`src/hw/rtl/lzwse_ram.sv`:
```
// ----------------------------------------------------------------------------
// lzwse_ram
// Generic single-port-write, single-port-read RAM with a registered read.
// ----------------------------------------------------------------------------
module lzwse_ram #(
  parameter int WIDTH = 8,
  parameter int DEPTH = 256
) (
  input  logic                     clk,
  input  logic                     we,
  input  logic [$clog2(DEPTH)-1:0] waddr,
  input  logic [WIDTH-1:0]         wdata,
  input  logic [$clog2(DEPTH)-1:0] raddr,
  output logic [WIDTH-1:0]         rdata
);

  logic [WIDTH-1:0] mem [DEPTH];

  // Write port and registered read port.
  always_ff @(posedge clk) begin
    if (we) begin
      mem[waddr] <= wdata;
    end
    rdata <= mem[raddr];
  end

endmodule

```
`config.mk`:
```
export PLATFORM = sky130hd
export DESIGN_NAME = lzwse_ram
export DESIGN_NICKNAME = d
export VERILOG_FILES = /design/src/hw/rtl/lzwse_ram.sv
export SDC_FILE = /design/constraint.sdc
export NUM_CORES = 2
export LEC_CHECK = 0
export BUFFER_PORTS_ARGS = -buffer_cell sky130_fd_sc_hd__clkbuf_2
export CAP_MARGIN = 5
export CORE_ASPECT_RATIO = 1.5
export CORE_MARGIN = 4
export CORE_UTILIZATION = 40
export DETAILED_ROUTE_END_ITERATION = 10
export PLACE_DENSITY_LB_ADDON = 0.2
export SLEW_MARGIN = 0
export SYNTH_ARGS = -nofsm -noshare
export SYNTH_HDL_FRONTEND = slang
export SYNTH_SLANG_ARGS = --single-unit
```
`constraint.sdc`:
```
create_clock -name clk -period 3.4 [get_ports clk]
set_input_delay 0.34 -clock clk [delete_from_list [all_inputs] [get_ports clk]]
set_output_delay 0.34 -clock clk [all_outputs]
set_load 0.05 [all_outputs]
```
==> impl_metrics.csv <==
group,metric,value,unit
status,status,"complete, but fails checks",
status,violations,"hold timing",
clock_network,clk_latency,0.83,ns
synthesis,yosys_warnings,0,
timing,min_period_over_period,0.880,
power,power.total,51.6,mW
drt,drt_first_pass_iters,6,
synthesis,yosysUniqueCellTypes,55,
synthesis,ys_top_cells_by_count,"edfxtp_1 (2,048), mux4_2 (454), nor2_1 (282)",
timing,setup_tns,0,ns
power,p_sw,11.0,mW
clock_network,cts-root-buf,"clkbuf_16",
layout,drive_gt1_frac,0.295,
global_route,antenna_found_initial,9,
layout,design_area,0.0923,mm2
clock_network,tritoncts,"done",
power,combPwrFrac,0.055,
synthesis,synth_area,0.0796,mm2
timing,final-hold-violation-count,5,
drt,drtIter0Drc,3604,
power,power_frac_clock,0.402,
drt,wirelength,215,mm
timing,whs,-0.00896,ns
layout,utilization,0.466,
setup_path,worstPathRequired,4.13,ns
power,peakVddDrop,347,uV
drt,drc,0,
setup_path,r2r-start,"mem[211][3]$_DFFE_PP_",
worst_hold_path,min_from,"wdata[7]",
global_route,grt_pass1_vias,40800,
floorplanning,rows,200,
timing,drv_slew,0,
placement,io_buffers,33,
synthesis,syn-num-nets,3759,
clock_network,h-tree-depth,4,
drt,wl_per_cell,30.5,um
layout,nFillCells,16400,
synthesis,ys.flop_type,"edfxtp_1",
global_route,grt_max_degree,106,
floorplanning,die_y,554,um
setup_path,startpoint,"mem[211][3]$_DFFE_PP_",
setup_path,worst-setup-path-type,"register to register",
floorplanning,core_area,0.198,mm2
timing,setup_slack,0.407,ns
timing,tightest_slew,1.21,ns
synthesis,synth_top_area_cell,"edfxtp_1",
worst_hold_path,hold_class,"primary input to register",
clock_network,cts_buffer_depth,4,
synthesis,synth_seq_cells,2056,
setup_path,cp_num_cells,7,
layout,area_growth_syn_to_layout,16.0,%
power,power_density,559,mW/mm2
synthesis,synth_top_area_frac,0.773,
setup_path,worst_setup_path_start_kind,"register",
setup_path,critPathBufInv,1,
power,swShare,0.214,
placement,place_area,0.0863,mm2
synthesis,syn_inst,3733,
floorplanning,die_w,372,um
setup_path,crit_chain,"mux4_2 -> a22o_1 -> a221oi_1 -> o32ai_1 -> nor3_1 -> buf_4 -> nor4_1",
setup_path,arrival,3.72,ns
timing,maxSlewHeadroom,0.184,
floorplanning,design.portCount,34,
floorplanning,initial_core_util,0.402,
timing,max_freq,0.334,GHz
drt,vias,39700,
worst_hold_path,hold-path-cell-count,1,
clock_network,clock_sinks,2056,
clock_network,cts_resized,0,
synthesis,synth.area.top_cells,"edfxtp_1 (77%), mux4_2 (13%), mux2i_1 (1.7%)",
layout,final_net_count,4286,
clock_network,clk_pin_slew,0.06,ns
drt,routed_via_density,5.64,
flow_run,max_cap_viol_count,0,
setup_path,crit_slowest_cell,"nor3_1",
setup_path,path_delay_family,"compound AO/OA/AOI/OAI gates",
drt,antenna_left,0,
power,seqPwrFrac,0.543,
setup_path,endpoint_kind,"register",
placement,dpl_worst_slack,-0.414,ns
placement,gp_congestion,0.838,
synthesis,yosysMostFrequentCell,"edfxtp_1",
global_route,grt_overflow,0,
global_route,grt_pass1_wl,306,mm
timing,setup_violations,0,
global_route,grt_usage,0.208,
setup_path,crit_fanout,1,
power,cellLeakagePower,29.3,nW
layout,multi_input_area,0.0165,mm2
timing,min_period,2.99,ns
synthesis,async_flop_share,0,
timing,clock_skew,0.0376,ns
timing,rsz0062_at_grt,"false",
synthesis,synth_seq_area_share,0.775,
synthesis,syn_area_per_cell,21.3,um2
synthesis,synth_edf_count,2048,
layout,regArea,0.0617,mm2
floorplanning,die_area,0.206,mm2
placement,dp_hpwl,142,mm
power,p_int,40.5,mW
setup_path,ff2ff_path_depth,7,
clock_network,cts_made_buffers,192,
setup_path,max_stage_delay,0.64,ns
## flip-flops by register name (all words and copies together), names as in the netlist
signal	count
mem	2048
rdata	8
## worst paths after layout
path | end | slack, ns
worst max-delay path | rdata[3]$_DFF_P_ | 0.41
worst min register to register | rdata[3]$_DFF_P_ | 1.12
worst max register to register | rdata[3]$_DFF_P_ | 0.41
worst min-delay path | mem[211][7]$_DFFE_PP_ | -0.009
## cell usage in the layout (no fill, tap or decap), drive strengths merged, types with 27 or more instances in the layout
master and instances:
nor4 27, nor2 282, mux2i 134, nand3 34, clkbuf 249, clkinv 82, mux4 456, o221ai 47
a22oi 133, nand2 33, nor2b 31, a21oi 96, buf 542, edfxtp 2048, o22ai 28
## power groups by stage
stage                     Combinational (mW)  Clock, mW  Sequential [mW]
after global routing                    3.01       22.2             28.0
final                                   2.86       20.7             28.0
after CTS                               2.92       21.2             28.0
after detailed placement                2.92          0             28.5
after floorplan                         1.36          0             28.6
after global placement                  2.89          0             28.5
## repair_timing
action | 4_1_cts | 5_1_grt
hold buffers | 3 | 0
hold endpoints to repair | 92 | 0
buffers inserted | 0 | 0
## per-layer routing
metal	vias up	wire [um]	part of all wire	global-route usage
met2	1133	115000	0.53	0.374
met3	333	10000	0.047	0.0221
li1	16700	-	-	-
met4	2	9070	0.042	0.0793
met1	21500	80900	0.38	0.257
met5	-	11	0.000051	0
## area by class of cell
| cell class | count | area share |
|---|---|---|
| sequential | 2056 | 0.668 |
| multi-input combinational | 1442 | 0.179 |
| clock buffer | 228 | 0.0544 |
| timing repair buffer | 566 | 0.0531 |
| tap | 2626 | 0.0356 |
| clock inverter | 107 | 0.00948 |
| antenna | 5 | 0.000136 |
| inverter | 2 | 0.0000813 |
## logic make-up after synthesis
family | share of synthesized area
compound gates | 0.0342
buf+inv | 0.0183
flops | 0.775
mux | 0.146
simple gates | 0.0263
## through the flow
step	instances	hold slack, ns
final	7032	-0.00896
after detailed placement	6689	0.829
after CTS	7027	0.00211
after floorplan	3733	0.439
after global routing	7028	0.0142
after global placement	6686	0.831
Power figures use the tool's default switching activity.
