### src/hw/rtl/lzwse_pkg.sv
// ----------------------------------------------------------------------------
// lzwse_pkg
// Shared constants and types for the LZW stream encoder.
// ----------------------------------------------------------------------------
package lzwse_pkg;

  // Dictionary size and the widest code.
  localparam int DICT_SLOTS     = 8192;
  localparam int MAX_CODE_WIDTH = 12;

  // Reserved codes and the starting code width.
  localparam logic [8:0] CLEAR_CODE  = 9'd256;
  localparam logic [8:0] EOD_CODE    = 9'd257;
  localparam logic [8:0] FIRST_FREE  = 9'd258;
  localparam logic [4:0] START_WIDTH = 5'd9;

  // Configuration register indexes.
  localparam logic [0:0] REG_WIDEN_EARLY = 1'b0;

  // One code handed to the bit packer.
  typedef struct packed {
    logic [15:0] value;
    logic [4:0]  width;
    logic        flush;
    logic        last;
    logic        eom;
  } pack_req_t;

endpackage

### src/hw/rtl/lzwse_packer.sv
// ----------------------------------------------------------------------------
// lzwse_packer
// Packs variable-width codes MSB-first into bytes, one byte per beat.
// ----------------------------------------------------------------------------
module lzwse_packer
  import lzwse_pkg::*;
(
  input  logic      clk,
  input  logic      rst,
  input  pack_req_t req,
  input  logic      req_valid,
  output logic      req_ready,
  output logic [7:0] out_byte,
  output logic      run_last,
  output logic      message_last,
  output logic      valid,
  input  logic      ready
);

  // Bit accumulator: up to 7 leftover bits plus one 16-bit code.
  logic [22:0] acc;
  logic [4:0]  nbits;
  logic        last_q;
  logic        eom_q;
  logic        flush_q;
  logic        busy;
  logic        more;

  assign req_ready = !busy && (!valid || ready);
  assign more = (nbits >= 5'd8) || (flush_q && nbits != 5'd0);

  // Emit full bytes, then load the next code once drained.
  always_ff @(posedge clk) begin
    if (rst) begin
      nbits <= '0;
      busy  <= 1'b0;
      valid <= 1'b0;
      acc   <= '0;
    end else begin
      if (valid && ready) begin
        valid <= 1'b0;
      end
      if (busy && (!valid || ready)) begin
        if (more) begin
          out_byte <= acc[22:15];
          acc      <= {acc[14:0], 8'd0};
          nbits    <= (nbits >= 5'd8) ? nbits - 5'd8 : 5'd0;
          valid    <= 1'b1;
          run_last <= 1'b0;
          message_last <= 1'b0;
          if (!((nbits - ((nbits >= 5'd8) ? 5'd8 : nbits) >= 5'd8) ||
                (flush_q && nbits > 5'd8))) begin
            run_last     <= last_q;
            message_last <= last_q && eom_q;
            busy         <= 1'b0;
          end
        end else begin
          busy <= 1'b0;
        end
      end else if (req_valid && req_ready) begin
        acc     <= acc | ({7'd0, req.value} << (5'd23 - nbits - req.width));
        nbits   <= nbits + req.width;
        last_q  <= req.last;
        eom_q   <= req.eom;
        flush_q <= req.flush;
        busy    <= 1'b1;
      end
      if (busy && !more) begin
        busy <= 1'b0;
      end
    end
  end

endmodule

### config.mk
export PLATFORM = sky130hd
export DESIGN_NAME = lzwse_packer
export DESIGN_NICKNAME = d
export VERILOG_FILES = /design/src/hw/rtl/lzwse_pkg.sv /design/src/hw/rtl/lzwse_packer.sv
export SDC_FILE = /design/constraint.sdc
export NUM_CORES = 1
export LEC_CHECK = 0
export BUFFER_PORTS_ARGS = -buffer_cell sky130_fd_sc_hd__clkbuf_2
export CORE_MARGIN = 5
export CORE_UTILIZATION = 30
export DETAILED_ROUTE_END_ITERATION = 10
export GPL_ROUTABILITY_DRIVEN = 0
export PLACE_DENSITY = 0.5
export REMOVE_ABC_BUFFERS = 1
export SYNTH_ARGS = -nofsm -noshare
export SYNTH_HDL_FRONTEND = slang
export SYNTH_SLANG_ARGS = --single-unit
### constraint.sdc
create_clock -name clk -period 9.44 [get_ports clk]
set_clock_uncertainty 0.1 [all_clocks]
set_input_delay 0.472 -clock clk [delete_from_list [all_inputs] [get_ports clk]]
set_output_delay 0.472 -clock clk [all_outputs]
set_load 0.01 [all_outputs]
==> results.json, run 1 <==
{
  "status": "completed",
  "cts.clk_slew.worst_paths_ns": 0.08,
  "cts.sink_count": 43,
  "cts_setup_buffers": 0,
  "clock_path_buffers": 2,
  "yosysTopAreaCell": "dfxtp_1",
  "finalHoldViolations": 0,
  "drt-vias-per-instance": 5.33,
  "ant_nets": 0,
  "synthCells": 318,
  "rsz0062_at_grt": "false",
  "path_cells": "inv_1 > ha_1 > ha_1 > fa_1 > xor2_2 > mux4_2 > mux2_2 > o21ai_0 > o22ai_1",
  "ys_types": 62,
  "fin_tns_setup_ns": 0,
  "worstPathMaxFanout": 16,
  "p_per_area_nw_per_um2": 279,
  "dpl.hpwl_mm": 6.19,
  "route.detailed.drc": 0,
  "synthTopCellsByArea": "dfxtp_1 20%, edfxtp_1 13%, mux4_2 8.8%, ha_1 4.9%, mux2i_1 4.6%",
  "start_kind": "flop",
  "worst-slew-pin-transition_ns": 1.07,
  "drt-pass1-iter-count": 4,
  "routed_wl_mm": 8.17,
  "critPathCaptureType": "flop",
  "critical_path_class": "reg2reg",
  "coreArea_um2": 10100,
  "cp_common_cell": "ha_1",
  "antenna_found_initial": 0,
  "cts_tree": "done",
  "fin_cells": 483,
  "yosys_warnings": 0,
  "cp.arrival_ns": 3.75,
  "maxSlewHeadroom_pct": 28.9,
  "insertion_delay_ns": 0.30,
  "grt_max_degree": 27,
  "dp.cells": 475,
  "grt_use_total_pct": 13.4,
  "ys_seq_area_share_pct": 32.2,
  "async_flop_share_pct": 0,
  "ctsHoldBuffers": 0,
  "slew_viol_final": 0,
  "yosys-top-cells-count": "30 x dfxtp_1, 26 x a21oi_1, 20 x nand2_1, 20 x nor2_1, 16 x inv_1",
  "synth_edf_count": 13,
  "ir_drop_mv": 0.119,
  "power.leakage_nw": 1.37,
  "first_global_vias": 2554,
  "required_ns": 9.50,
  "period_needed_ns": 3.69,
  "grt_overflow_total": 0,
  "synth_top_area_share_pct": 19.5,
  "io_pins": 40,
  "start_util_pct": 30.3,
  "h-tree-depth": 2,
  "nNetsFinal": 388,
  "avgSynthCellArea_um2": 9.67,
  "cts_made_buffers": 5,
  "cpPeakStageDelay_ns": 0.67,
  "synthFlopType": "dfxtp_1",
  "vias": 2572,
  "post_cts_resized": 0,
  "drive_above_1_share_pct": 23.6,
  "maxCapViolations": 0,
  "root_buffer": "clkbuf_8",
  "synth-seq-cells": 43,
  "die_h_um": 111,
  "fp.dieW_um": 111,
  "post_drt_wl_per_cell_um": 16.9,
  "drt-initial-drc-count": 177,
  "cp_slowest_cell": "xor2_2",
  "yosysMostFrequentCell": "dfxtp_1",
  "dieArea_um2": 12400,
  "io_buffers": 39,
  "setup_viol": 0,
  "syn_to_final_growth_pct": 13.6,
  "achievable-frequency_ghz": 0.271,
  "num_antenna_cells": 0,
  "hold_path_class": "in2reg",
  "fin_crit_sh_pct": 39.1,
  "num-fill-cells": 1045,
  "grt_pass1_wl_mm": 13.8,
  "rows": 37,
  "synth_area_um2": 3080
}
==> cells by family after synthesis <==
family | after synthesis | share of synthesized area (%)
compound gates | 101 | 23.6
xor+xnor | 7 | 2.97
fa+ha+maj | 14 | 6.18
buf+inv | 35 | 4.80
flops | 43 | 32.2
mux | 34 | 16.3
other cells | 1 | 0.122
simple gates | 83 | 13.8
==> cell type report <==
cell class	count	area [µm²]	area share, %
flip-flops and latches	43	991	28.4
well taps	136	170	4.87
repair buffers	40	203	5.80
clock buffers	6	72.6	2.08
inverters	16	60.1	1.72
clock inverters	2	60.1	1.72
multi-input cells	240	1940	55.4
==> registers in the layout, summed over array words and instances (netlist names) <==
name / cells
valid: 1
out_byte: 8
nbits: 5
message_last: 1
busy: 1
flush_q: 1
eom_q: 1
acc: 23
run_last: 1
last_q: 1
==> per-layer routing <==
metal  GRT usage [%]  routed length, µm
met1            19.8               4160
met2            20.7               3630
met3            1.58                289
met4            3.57                 87
met5               0                  0
==> metrics by stage <==
step | instance area [µm²] | util, % | setup slack [ns] | power, W | hold slack (ns)
detailed placement | 3360 | 33.1 | 5.69 | 0.000809 | 0.323
CTS | 3490 | 34.5 | 5.72 | 0.000981 | 0.242
global route | 3490 | 34.5 | 5.52 | 0.00105 | 0.236
finish | 3490 | 34.5 | 5.75 | 0.000975 | 0.251
floorplan | 2990 | - | 6.11 | 0.000663 | 0.308
global placement | 3360 | 33.1 | 5.76 | 0.000805 | 0.320
==> power by group <==
| part | internal, W | total [W] | switching (W) |
|---|---|---|---|
| Sequential | 0.000238 | 0.000270 | 0.0000319 |
| Clock | 0.000106 | 0.000170 | 0.0000640 |
| Combinational | 0.000208 | 0.000535 | 0.000327 |
| Total | 0.000552 | 0.000975 | 0.000423 |
==> critical path, delay by kind of cell (launching register included) <==
kind | cells | cell delay, ns
compound gates | 2 | 0.25
fa+ha+maj | 3 | 0.99
xor+xnor | 1 | 0.67
flops | 1 | 0.52
buf+inv | 1 | 0.13
mux | 2 | 0.88
==> cells in the final DEF (no fill, tap or decap), drive strengths merged, types with 5 or more instances in the layout <==
cell    count
a211oi      7
a21oi      28
a31oi       9
a32o        5
clkbuf     45
dfxtp      30
edfxtp     13
ha         12
inv        16
mux2        8
mux2i      14
mux4       12
nand2      21
nand3      11
nor2       20
nor3        9
o21ai      12
o22ai       6
==> path summary, 6_finish.rpt <==
| path | startpoint | to | slack (ns) | cells past startpoint |
|---|---|---|---|---|
| hold / removal | req[0] | eom_q$_DFFE_PP_ | 0.25 | 1 |
| setup / recovery | nbits[1]$_SDFFE_PP0P_ | acc[14]$_SDFFE_PP0P_ | 5.75 | 9 |
| setup reg to reg | nbits[1]$_SDFFE_PP0P_ | acc[14]$_SDFFE_PP0P_ | 5.75 | 9 |
| hold reg to reg | acc[15]$_SDFFE_PP0P_ | out_byte[0]$_DFFE_PP_ | 0.34 | 0 |
Note: power is estimated with default switching activity, not from simulation.
==> run 2: changes to the inputs <==
- PLACE_DENSITY: 0.5 -> 0.52
- clock period: 9.44 -> 3.25 ns (I/O delays scaled with it)
==> run 2 against run 1 <==
  * Core utilization increased by 1.1 points
  * Combinational power increased to 3.0 times the previous value
  * Maximum frequency increased by 26%
  * Critical endpoint unchanged
==> results.json, run 2 (same netlist as run 1, synthesis figures left out) <==
{
  "achievable-frequency_ghz": 0.341,
  "cp_slowest_cell": "mux4_2",
  "largest_register": "acc",
  "cpPeakStageDelay_ns": 0.52,
  "crit_cells": 9,
  "placed_area_um2": 3440,
  "drt-vias-per-instance": 5.25,
  "post_cts_resized": 0,
  "ant_nets": 0,
  "drt-pass1-iter-count": 4,
  "power.leakage_nw": 1.43,
  "critPathCaptureType": "flop",
  "cts.clk_slew.worst_paths_ns": 0.09,
  "total_power_w": 0.00286,
  "period_needed_ns": 2.94,
  "maxCapViolations": 0,
  "finalHoldViolations": 0,
  "nNetsFinal": 400,
  "cp_common_cell": "ha_1",
  "slew_viol_final": 0,
  "h-tree-depth": 2,
  "die_h_um": 111,
  "fin_crit_sh_pct": 90.4,
  "drt-initial-drc-count": 199,
  "start_util_pct": 30.3,
  "cts_made_buffers": 5,
  "worstPathMaxFanout": 4,
  "p_per_area_nw_per_um2": 795,
  "routed_wl_mm": 8.23,
  "required_ns": 3.32,
  "status": "completed",
  "insertion_delay_ns": 0.30,
  "io_pins": 40,
  "dpl.hpwl_mm": 6.34,
  "post_drt_wl_per_cell_um": 16.6,
  "fp.dieW_um": 111,
  "grt_use_total_pct": 13.5,
  "io_buffers": 39,
  "worst-slew-pin-transition_ns": 0.806,
  "drive_above_1_share_pct": 25.6,
  "worstHoldPathCells": 3,
  "first_global_vias": 2458,
  "maxSlewHeadroom_pct": 46.3,
  "largest_register_ffs": 23,
  "hold_path_class": "in2reg",
  "final_common_cell": "clkbuf_2",
  "grt_overflow_total": 0,
  "route.detailed.drc": 0,
  "r2r_cells": 9,
  "setup_viol": 0,
  "largestRegisters": "acc x23, out_byte x8, nbits x5",
  "grt_max_degree": 27,
  "critical_path_class": "reg2reg",
  "rsz0062_at_grt": "false",
  "root_buffer": "clkbuf_8",
  "ir_drop_mv": 0.234,
  "layout_common_cells": "39 x clkbuf_2, 30 x dfxtp_1, 26 x a21oi_1",
  "num_antenna_cells": 0,
  "critical-path-top-delay-family": "adder cells",
  "dieArea_um2": 12400,
  "vias": 2597,
  "clock_path_buffers": 2,
  "coreArea_um2": 10100,
  "start_kind": "flop",
  "num-fill-cells": 1035,
  "design_area_um2": 3600,
  "rows": 37,
  "cts_setup_buffers": 0,
  "cp.arrival_ns": 3.00,
  "cts_tree": "done",
  "grt_pass1_wl_mm": 13.6,
  "critPathBufInv": 1,
  "path_cells": "ha_1 > inv_1 > ha_1 > fa_1 > xor2_2 > mux4_2 > mux2_2 > o21ai_0 > o22ai_1",
  "fin_tns_setup_ns": 0,
  "cts.sink_count": 43,
  "antenna_found_initial": 0,
  "syn_to_final_growth_pct": 17.1
}
[run 2: cell types whose count changed in the layout (fill, tap and decap cells not counted)]
cell	change
buf_12	+1
clkbuf_1	-1
buf_4	+8
clkbuf_16	+1
bufinv_16	-1
clkinvlp_4	+1
dlygate4sd3_1	+3
[run 2: worst reg2reg max path: cells and delay by family (launching register included)]
kind | cells | cell delay, ns
mux | 2 | 0.80
buf+inv | 1 | 0.07
compound gates | 2 | 0.27
flops | 1 | 0.45
xor+xnor | 1 | 0.22
fa+ha+maj | 3 | 0.90
[run 2: per-stage QoR]
stage	setup WS, ns	hold slack [ns]	util, %	std cells
final	0.313	0.253	35.5	495
after CTS	0.317	0.249	35.5	495
after global routing	0.116	0.288	35.5	495
after floorplan	-0.0829	0.132	-	299
after global placement	0.403	0.243	33.9	484
after detailed placement	0.324	0.247	33.9	484
[run 2: final timing paths]
path	from	to	slack, ns
max	nbits[0]$_SDFFE_PP0P_	acc[14]$_SDFFE_PP0P_	0.31
min	ready	valid$_SDFF_PP0_	0.25
max reg2reg	nbits[0]$_SDFFE_PP0P_	acc[14]$_SDFFE_PP0P_	0.31
min reg2reg	acc[19]$_SDFFE_PP0P_	out_byte[4]$_DFFE_PP_	0.34
[run 2: area by class of cell]
type	count	area (µm²)	area share, %
multi-input cells	240	1940	53.8
clock buffers	6	93.8	2.61
repair buffers	52	313	8.68
inverters	16	60.1	1.67
well taps	136	170	4.72
flip-flops and latches	43	991	27.5
clock inverters	2	37.5	1.04
[run 2: where the power goes]
group	leakage, nW	switching (W)	internal [W]
registers	0.366	0.0000829	0.000691
clock network	0.0626	0.000203	0.000276
logic	1.00	0.000964	0.000645
total	1.43	0.00125	0.00161
[run 2: what timing repair did]
item                                    CTS  global route
hold buffers                              3             0
hold endpoints to repair                  3             0
endpoints found under the setup margin    0             0
[run 2: per-layer routing]
| layer | share of wire (%) | GRT usage, % | vias up | routed length [µm] |
|---|---|---|---|---|
| li1 | - | - | 1290 | - |
| met1 | 52 | 20.2 | 1239 | 4260 |
| met2 | 44 | 20.3 | 60 | 3600 |
| met3 | 3.2 | 1.58 | 8 | 262 |
| met4 | 1.4 | 3.65 | 0 | 113 |
| met5 | 0 | 0 | - | 0 |
